**src/hw/rtl/trial_division_prime_check_assert.svh**
```systemverilog
// Assertion macros for the prime check RTL.
`ifndef TRIAL_DIVISION_PRIME_CHECK_ASSERT_SVH
`define TRIAL_DIVISION_PRIME_CHECK_ASSERT_SVH

// Same-cycle implication, checked outside reset.
`define TDPC_ASSERT_SAME(label, ante, cons) \
  label: assert property (@(posedge clk_i) disable iff (!rst_ni) (ante) |-> (cons)) \
    else $error("tdpc assertion failed: same-cycle implication");

// Next-cycle implication, checked outside reset.
`define TDPC_ASSERT_NEXT(label, ante, cons) \
  label: assert property (@(posedge clk_i) disable iff (!rst_ni) (ante) |=> (cons)) \
    else $error("tdpc assertion failed: next-cycle implication");

`endif

```
**src/hw/rtl/tdpc_pkg.sv**
```systemverilog
package tdpc_pkg;

  typedef enum logic [1:0] {
    ST_IDLE,
    ST_CHECK,
    ST_DIV,
    ST_EVAL
  } tdpc_state_e;

  // Commands from the controller to the datapath.
  typedef struct packed {
    logic load;
    logic init_div;
    logic div_step;
    logic next_div;
  } tdpc_cmd_t;

  // Status from the datapath to the controller.
  typedef struct packed {
    logic lt_two;
    logic sq_gt_n;
    logic div_last;
    logic rem_zero;
  } tdpc_status_t;

  localparam int unsigned FirstDivisor = 2;

endpackage

```
**src/hw/rtl/tdpc_dp.sv**
```systemverilog
module tdpc_dp import tdpc_pkg::*; #(
  parameter int unsigned NUM_BITS = 16
) (
  input  logic                clk_i,
  input  logic                rst_ni,
  input  logic [NUM_BITS-1:0] candidate_i,
  input  tdpc_cmd_t           cmd_i,
  output tdpc_status_t        status_o
);

  // The divisor never passes the square root of the largest candidate by more than one.
  localparam int unsigned DW = (NUM_BITS + 1) / 2 + 1;
  localparam int unsigned RW = DW + 1;
  localparam int unsigned SW = 2 * DW;
  localparam int unsigned CW = $clog2(NUM_BITS);

  logic [NUM_BITS-1:0] n_q, n_d;
  logic [NUM_BITS-1:0] sh_q, sh_d;
  logic [DW-1:0]       d_q, d_d;
  logic [SW-1:0]       sq_q, sq_d;
  logic [DW-1:0]       rem_q, rem_d;
  logic [CW-1:0]       cnt_q, cnt_d;
  logic [RW-1:0]       r_shift;

  assign r_shift = {rem_q, sh_q[NUM_BITS-1]};

  always_comb begin
    n_d   = n_q;
    sh_d  = sh_q;
    d_d   = d_q;
    sq_d  = sq_q;
    rem_d = rem_q;
    cnt_d = cnt_q;
    if (cmd_i.load) begin
      n_d  = candidate_i;
      d_d  = DW'(FirstDivisor);
      sq_d = SW'(FirstDivisor * FirstDivisor);
    end
    if (cmd_i.init_div) begin
      sh_d  = n_q;
      rem_d = '0;
      cnt_d = CW'(NUM_BITS - 1);
    end
    // One restoring remainder step per cycle, candidate bits MSB first.
    if (cmd_i.div_step) begin
      if (r_shift >= RW'(d_q)) begin
        rem_d = DW'(r_shift - RW'(d_q));
      end else begin
        rem_d = DW'(r_shift);
      end
      sh_d  = {sh_q[NUM_BITS-2:0], 1'b0};
      cnt_d = cnt_q - CW'(1);
    end
    // The square of the next divisor is (d+1)^2 = d^2 + 2d + 1.
    if (cmd_i.next_div) begin
      d_d  = d_q + DW'(1);
      sq_d = sq_q + SW'({d_q, 1'b1});
    end
  end

  always_ff @(posedge clk_i or negedge rst_ni) begin
    if (!rst_ni) begin
      cnt_q <= '0;
    end else begin
      cnt_q <= cnt_d;
    end
  end

  always_ff @(posedge clk_i) begin
    n_q   <= n_d;
    sh_q  <= sh_d;
    d_q   <= d_d;
    sq_q  <= sq_d;
    rem_q <= rem_d;
  end

  assign status_o.lt_two   = (n_q < NUM_BITS'(FirstDivisor));
  assign status_o.sq_gt_n  = (sq_q > SW'(n_q));
  assign status_o.div_last = (cnt_q == '0);
  assign status_o.rem_zero = (rem_q == '0);

endmodule

```
**src/hw/rtl/tdpc_ctrl.sv**
```systemverilog
module tdpc_ctrl import tdpc_pkg::*; (
  input  logic         clk_i,
  input  logic         rst_ni,
  input  logic         start_i,
  input  tdpc_status_t status_i,
  output tdpc_cmd_t    cmd_o,
  output logic         busy_o,
  output logic         done_o,
  output logic         is_prime_o
);

  tdpc_state_e state_q, state_d;
  logic        done_q, done_d;
  logic        prime_q, prime_d;

  always_ff @(posedge clk_i or negedge rst_ni) begin
    if (!rst_ni) begin
      state_q <= ST_IDLE;
      done_q  <= 1'b0;
      prime_q <= 1'b0;
    end else begin
      state_q <= state_d;
      done_q  <= done_d;
      prime_q <= prime_d;
    end
  end

  always_comb begin
    state_d = state_q;
    done_d  = 1'b0;
    prime_d = prime_q;
    cmd_o   = '0;
    case (state_q)
      ST_IDLE: begin
        if (start_i) begin
          cmd_o.load = 1'b1;
          state_d    = ST_CHECK;
        end
      end
      ST_CHECK: begin
        if (status_i.lt_two) begin
          done_d  = 1'b1;
          prime_d = 1'b0;
          state_d = ST_IDLE;
        end else if (status_i.sq_gt_n) begin
          done_d  = 1'b1;
          prime_d = 1'b1;
          state_d = ST_IDLE;
        end else begin
          cmd_o.init_div = 1'b1;
          state_d        = ST_DIV;
        end
      end
      ST_DIV: begin
        cmd_o.div_step = 1'b1;
        if (status_i.div_last) begin
          state_d = ST_EVAL;
        end
      end
      ST_EVAL: begin
        if (status_i.rem_zero) begin
          done_d  = 1'b1;
          prime_d = 1'b0;
          state_d = ST_IDLE;
        end else begin
          cmd_o.next_div = 1'b1;
          state_d        = ST_CHECK;
        end
      end
      default: begin
        state_d = ST_IDLE;
      end
    endcase
  end

  assign busy_o     = (state_q != ST_IDLE);
  assign done_o     = done_q;
  assign is_prime_o = prime_q;

endmodule

```
**src/hw/rtl/trial_division_prime_check.sv**
```systemverilog
// After start loads the candidate, the check state decides those below 2 or up to 3; otherwise
// each divisor tried runs the bit-serial remainder unit and is evaluated, ending on a zero remainder
// or when the divisor's square passes the candidate; the receiver cannot stall done_o.
// Throughput: one transaction at a time; a new start is taken in the cycle done is high.
// Worst case for 16 bits is 254 divisors tried.
// Reset is asynchronous and active low; it returns the controller to idle with done low.
`include "trial_division_prime_check_assert.svh"

module trial_division_prime_check import tdpc_pkg::*; #(
  parameter int unsigned NUM_BITS = 16
) (
  input  logic                clk_i,
  input  logic                rst_ni,
  input  logic                start,
  output logic                busy,
  input  logic [NUM_BITS-1:0] candidate_i,
  output logic                done_o,
  output logic                is_prime_o
);

  tdpc_cmd_t    cmd;
  tdpc_status_t status;

  tdpc_ctrl u_ctrl (
    .clk_i      (clk_i),
    .rst_ni     (rst_ni),
    .start_i    (start),
    .status_i   (status),
    .cmd_o      (cmd),
    .busy_o     (busy),
    .done_o     (done_o),
    .is_prime_o (is_prime_o)
  );

  tdpc_dp #(
    .NUM_BITS (NUM_BITS)
  ) u_dp (
    .clk_i       (clk_i),
    .rst_ni      (rst_ni),
    .candidate_i (candidate_i),
    .cmd_i       (cmd),
    .status_o    (status)
  );

  // A result only follows work in progress, and the block is free again when it shows.
  `TDPC_ASSERT_SAME(a_done_after_busy, done_o, $past(busy))
  `TDPC_ASSERT_SAME(a_done_not_busy, done_o, !busy)
  `TDPC_ASSERT_NEXT(a_start_takes, start && !busy, busy)
  `TDPC_ASSERT_SAME(a_one_command, 1'b1, $onehot0(cmd))

endmodule

```
**config.mk**
```make
export PLATFORM = sky130hd
export DESIGN_NAME = trial_division_prime_check
export DESIGN_NICKNAME = d
export VERILOG_FILES = /design/src/hw/rtl/tdpc_pkg.sv /design/src/hw/rtl/tdpc_dp.sv /design/src/hw/rtl/tdpc_ctrl.sv /design/src/hw/rtl/trial_division_prime_check.sv
export VERILOG_INCLUDE_DIRS = /design/src /design/src/hw/rtl
export SDC_FILE = /design/constraint.sdc
export NUM_CORES = 1
export LEC_CHECK = 0
export CELL_PAD_IN_SITES_DETAIL_PLACEMENT = 1
export CELL_PAD_IN_SITES_GLOBAL_PLACEMENT = 2
export CORE_ASPECT_RATIO = 1.75
export CORE_MARGIN = 2
export CORE_UTILIZATION = 31
export DETAILED_ROUTE_END_ITERATION = 10
export DONT_BUFFER_PORTS = 1
export PLACE_DENSITY = 0.6
export SLEW_MARGIN = 10
export SYNTH_ARGS = -nofsm -noshare
export SYNTH_HDL_FRONTEND = slang
export SYNTH_SLANG_ARGS = --single-unit
```
**constraint.sdc**
```tcl
create_clock -name clk_i -period 3.9 [get_ports clk_i]
set_input_delay 0.78 -clock clk_i [delete_from_list [all_inputs] [get_ports clk_i]]
set_output_delay 0.78 -clock clk_i [all_outputs]
set_load 0.02 [all_outputs]
```
==> run metrics <==
# resized after CTS 0; period utilisation layout between 70 and 80%; worst hold margin roughly 0.13 ns; maxcap violations 0; RSZ-0062 raised after global routing false; Cell variety after synth 56; Ports 22; switching pwr about 1.7 mW; Total GRT Usage between 10% and 20%; Syn-to-layout area delta 11.2%; FMAX about 350 MHz; pwr/cell area about 840 mW/mm²; antenna-violating nets left 0; Peak VDD IR 0.307 mV; post-synthesis sequential area ratio between 40% and 50%; largest net degree at the start of global routing 28; register area about 0.0022 mm²; Net Count, Synth between 400 and 500; Most used DFF post-synth edfxtp_1; hpwl dp approximately 9400 µm; Comb pwr share between 40% and 50%; Seq cells post-synth 76; Syn Inst Count ~410; DR DRC count 0; Final GP Congestion between 0.7 and 0.8; P_int roughly 2.5 mW; most common cell after layout, fill and taps aside edfxtp_1; total clock sinks 76; worst-margin pin slew 0.659 ns; antenna violations before repair 0; Clock Path Buffers 2; WP data arrival between 2 and 3 ns; row cnt 58; Die Area approximately 0.015 mm²; R2R cell count 9; Power, Total 4.19 mW; worst-path fanout max 21; Final setup viols 0; Worst-path clk slew around 0.070 ns; grt total ovfl 0; Worst R2R Start u_dp.n_q[7]$_DFFE_PP_; Filler cells ~1600; via/cell ratio between 5 and 6; Hold Vio Cnt, Final 0; CTS Buf Count 9; Req. time, crit path ~3.9 ns; Worst Skew 0.0116 ns; Setup WS pre-CTS 0.991 ns; Total Neg Setup Slack 0 ns; critical path endpoint category flop; clk root buf clkbuf_16; clock share of power between 20% and 30%; htree depth 3; Starting Density around a third; Mean Syn Cell Area between 10 and 15 µm²; layout cells sized above 1 approximately 7.6%; Post-synth EDFFs between 60 and 70; Reg2Reg Setup Slack 1.00 ns; switching share of power approximately two fifths; Worst Setup Path Type reg2reg; most frequent cells in the layout edfxtp_1, nor2_1, inv_1; CTS tree built; Slew Limit Fails 0; area of the multi-input gates about 0.0021 mm²; WL/cell 20.2 µm; Initial DRT Pass Iterations 4; postcts setup bufs 0; Async S/R FF share, synth between 10% and 20%; PnR worst setup slack roughly 1.0 ns; Port Buffers 0; Die H between 150 and 200 µm; worst setup path startpoint u_dp.n_q[7]$_DFFE_PP_; ant diodes 0; worst-skew pair later-pin latency roughly 0.34 ns; DR vias roughly 3200; CORE AREA roughly 0.014 mm²; run status completed; Cell Area, Placed 0.00469 mm²; Synth warnings 0; Setup crit start kind flop; vias in the first global route between 3000 and 4000; nets@finish 474; post-route design area ~0.0050 mm²; CP endpoint u_dp.sh_q[13]$_DFFE_PP_; first-pass GRT wire length approximately 19000 µm; fin crit period 2.90 ns; cell area after synthesis roughly 0.0045 mm²; hold_buf cts 0; Slew HR a little under three fifths; initial drt markers approximately 150; Die X roughly 95 µm; Reg power frac 37.3%; Leakage about 1.9 nW; worst r2r dst u_dp.sh_q[13]$_DFFE_PP_; Post-Route WL ~12000 µm; worst hold path class in2async
## synthesized netlist by cell type, types with 3 or more instances
master | number | area (µm²)
nor3_1 | 7 | 35.0
a22o_1 | 15 | 131
a211oi_2 | 3 | 37.5
nand3_1 | 10 | 50.1
nand4_1 | 8 | 50.1
ha_1 | 36 | 450
nand3b_1 | 3 | 22.5
a21oi_1 | 16 | 80.1
mux2i_1 | 4 | 40.0
clkbuf_1 | 7 | 26.3
dfrtp_1 | 8 | 200
and3_1 | 3 | 18.8
a41o_1 | 3 | 30.0
inv_1 | 37 | 139
a21o_1 | 3 | 22.5
xor2_1 | 6 | 52.6
nor4_1 | 6 | 37.5
a211oi_1 | 7 | 52.6
a31oi_1 | 6 | 37.5
nor2_1 | 48 | 180
o21a_1 | 4 | 30.0
nand2b_1 | 8 | 50.1
o21ai_0 | 15 | 75.1
nand2_1 | 24 | 90.1
xnor2_1 | 15 | 131
nor2b_1 | 3 | 18.8
edfxtp_1 | 67 | 2010
## metrics by stage
stage	util [%]	instances
detailed placement	33.0	586
global placement	33.0	586
floorplan	-	411
global route	35.0	602
CTS	35.0	602
finish	35.0	602
## flip-flops by register name, indices dropped and copies added (netlist names), named ones only
signal             count
u_dp.cnt_q             4
u_dp.n_q              16
u_dp.sh_q             16
u_ctrl.state_q         1
u_ctrl.done_o          1
u_dp.d_q               9
u_dp.sq_q             18
u_ctrl.is_prime_o      1
u_dp.rem_q             9
## how the worst min path moves through the flow
stage | end | cells after the start | start
6_report | u_dp.cnt_q[0]$_DFFE_PN0P_ | 0 | rst_ni
2_1_floorplan | async pin | 0 | rst_ni
4_1_cts | u_dp.cnt_q[0]$_DFFE_PN0P_ | 0 | rst_ni
3_5_place_dp | u_dp.cnt_q[0]$_DFFE_PN0P_ | 0 | rst_ni
5_1_grt | u_dp.cnt_q[0]$_DFFE_PN0P_ | 0 | rst_ni
3_3_place_gp | u_dp.cnt_q[0]$_DFFE_PN0P_ | 0 | rst_ni
## metal layers
layer | track usage [%] | up-vias | part of all wire, %
met5 | 0 | - | 0
li1 | - | 1535 | -
met1 | 17.5 | 1587 | 37
met2 | 32.4 | 44 | 59
met4 | 6.85 | 0 | 2.9
met3 | 2.54 | 19 | 1.6
## power groups by stage
stage	Sequential, mW	Combinational (mW)	Clock [mW]
finish	1.57	1.78	0.844
global route	1.61	2.02	0.891
CTS	1.58	1.82	0.867
detailed placement	1.59	1.80	0
global placement	1.58	1.77	0
floorplan	1.44	1.37	0
## worst max-delay path, cell delays in order (launching register included)
cell and delay, ns:
edfxtp_1 0.45, inv_1 0.11, ha_1 0.27, a211oi_2 0.20
nor2_1 0.09, o31a_2 0.33, o21ai_2 0.21, nor2b_4 0.48
nand2b_1 0.19, buf_4 0.25
## area by class of cell
class                      instances  share of cell area (%)
sequential                        76                    44.8
timing repair buffer               5                   0.753
inverter                          37                    2.79
multi-input combinational        288                    41.2
clock inverter                     6                    1.31
clock buffer                      10                    4.60
tap                              180                    4.52
## cell families (layout without fill, tap and decap cells)
logic type	after synthesis	count (layout)	share of synthesized area (%)
AO/OA/AOI/OAI	92	92	14.9
XOR/XNOR	21	21	4.10
adder cells (fa/ha/maj)	38	38	10.9
buffers and inverters	47	58	4.36
flip-flops	76	76	49.8
multiplexers	4	4	0.893
AND/OR/NAND/NOR	133	133	15.0
(Power assumes the default switching activity.)
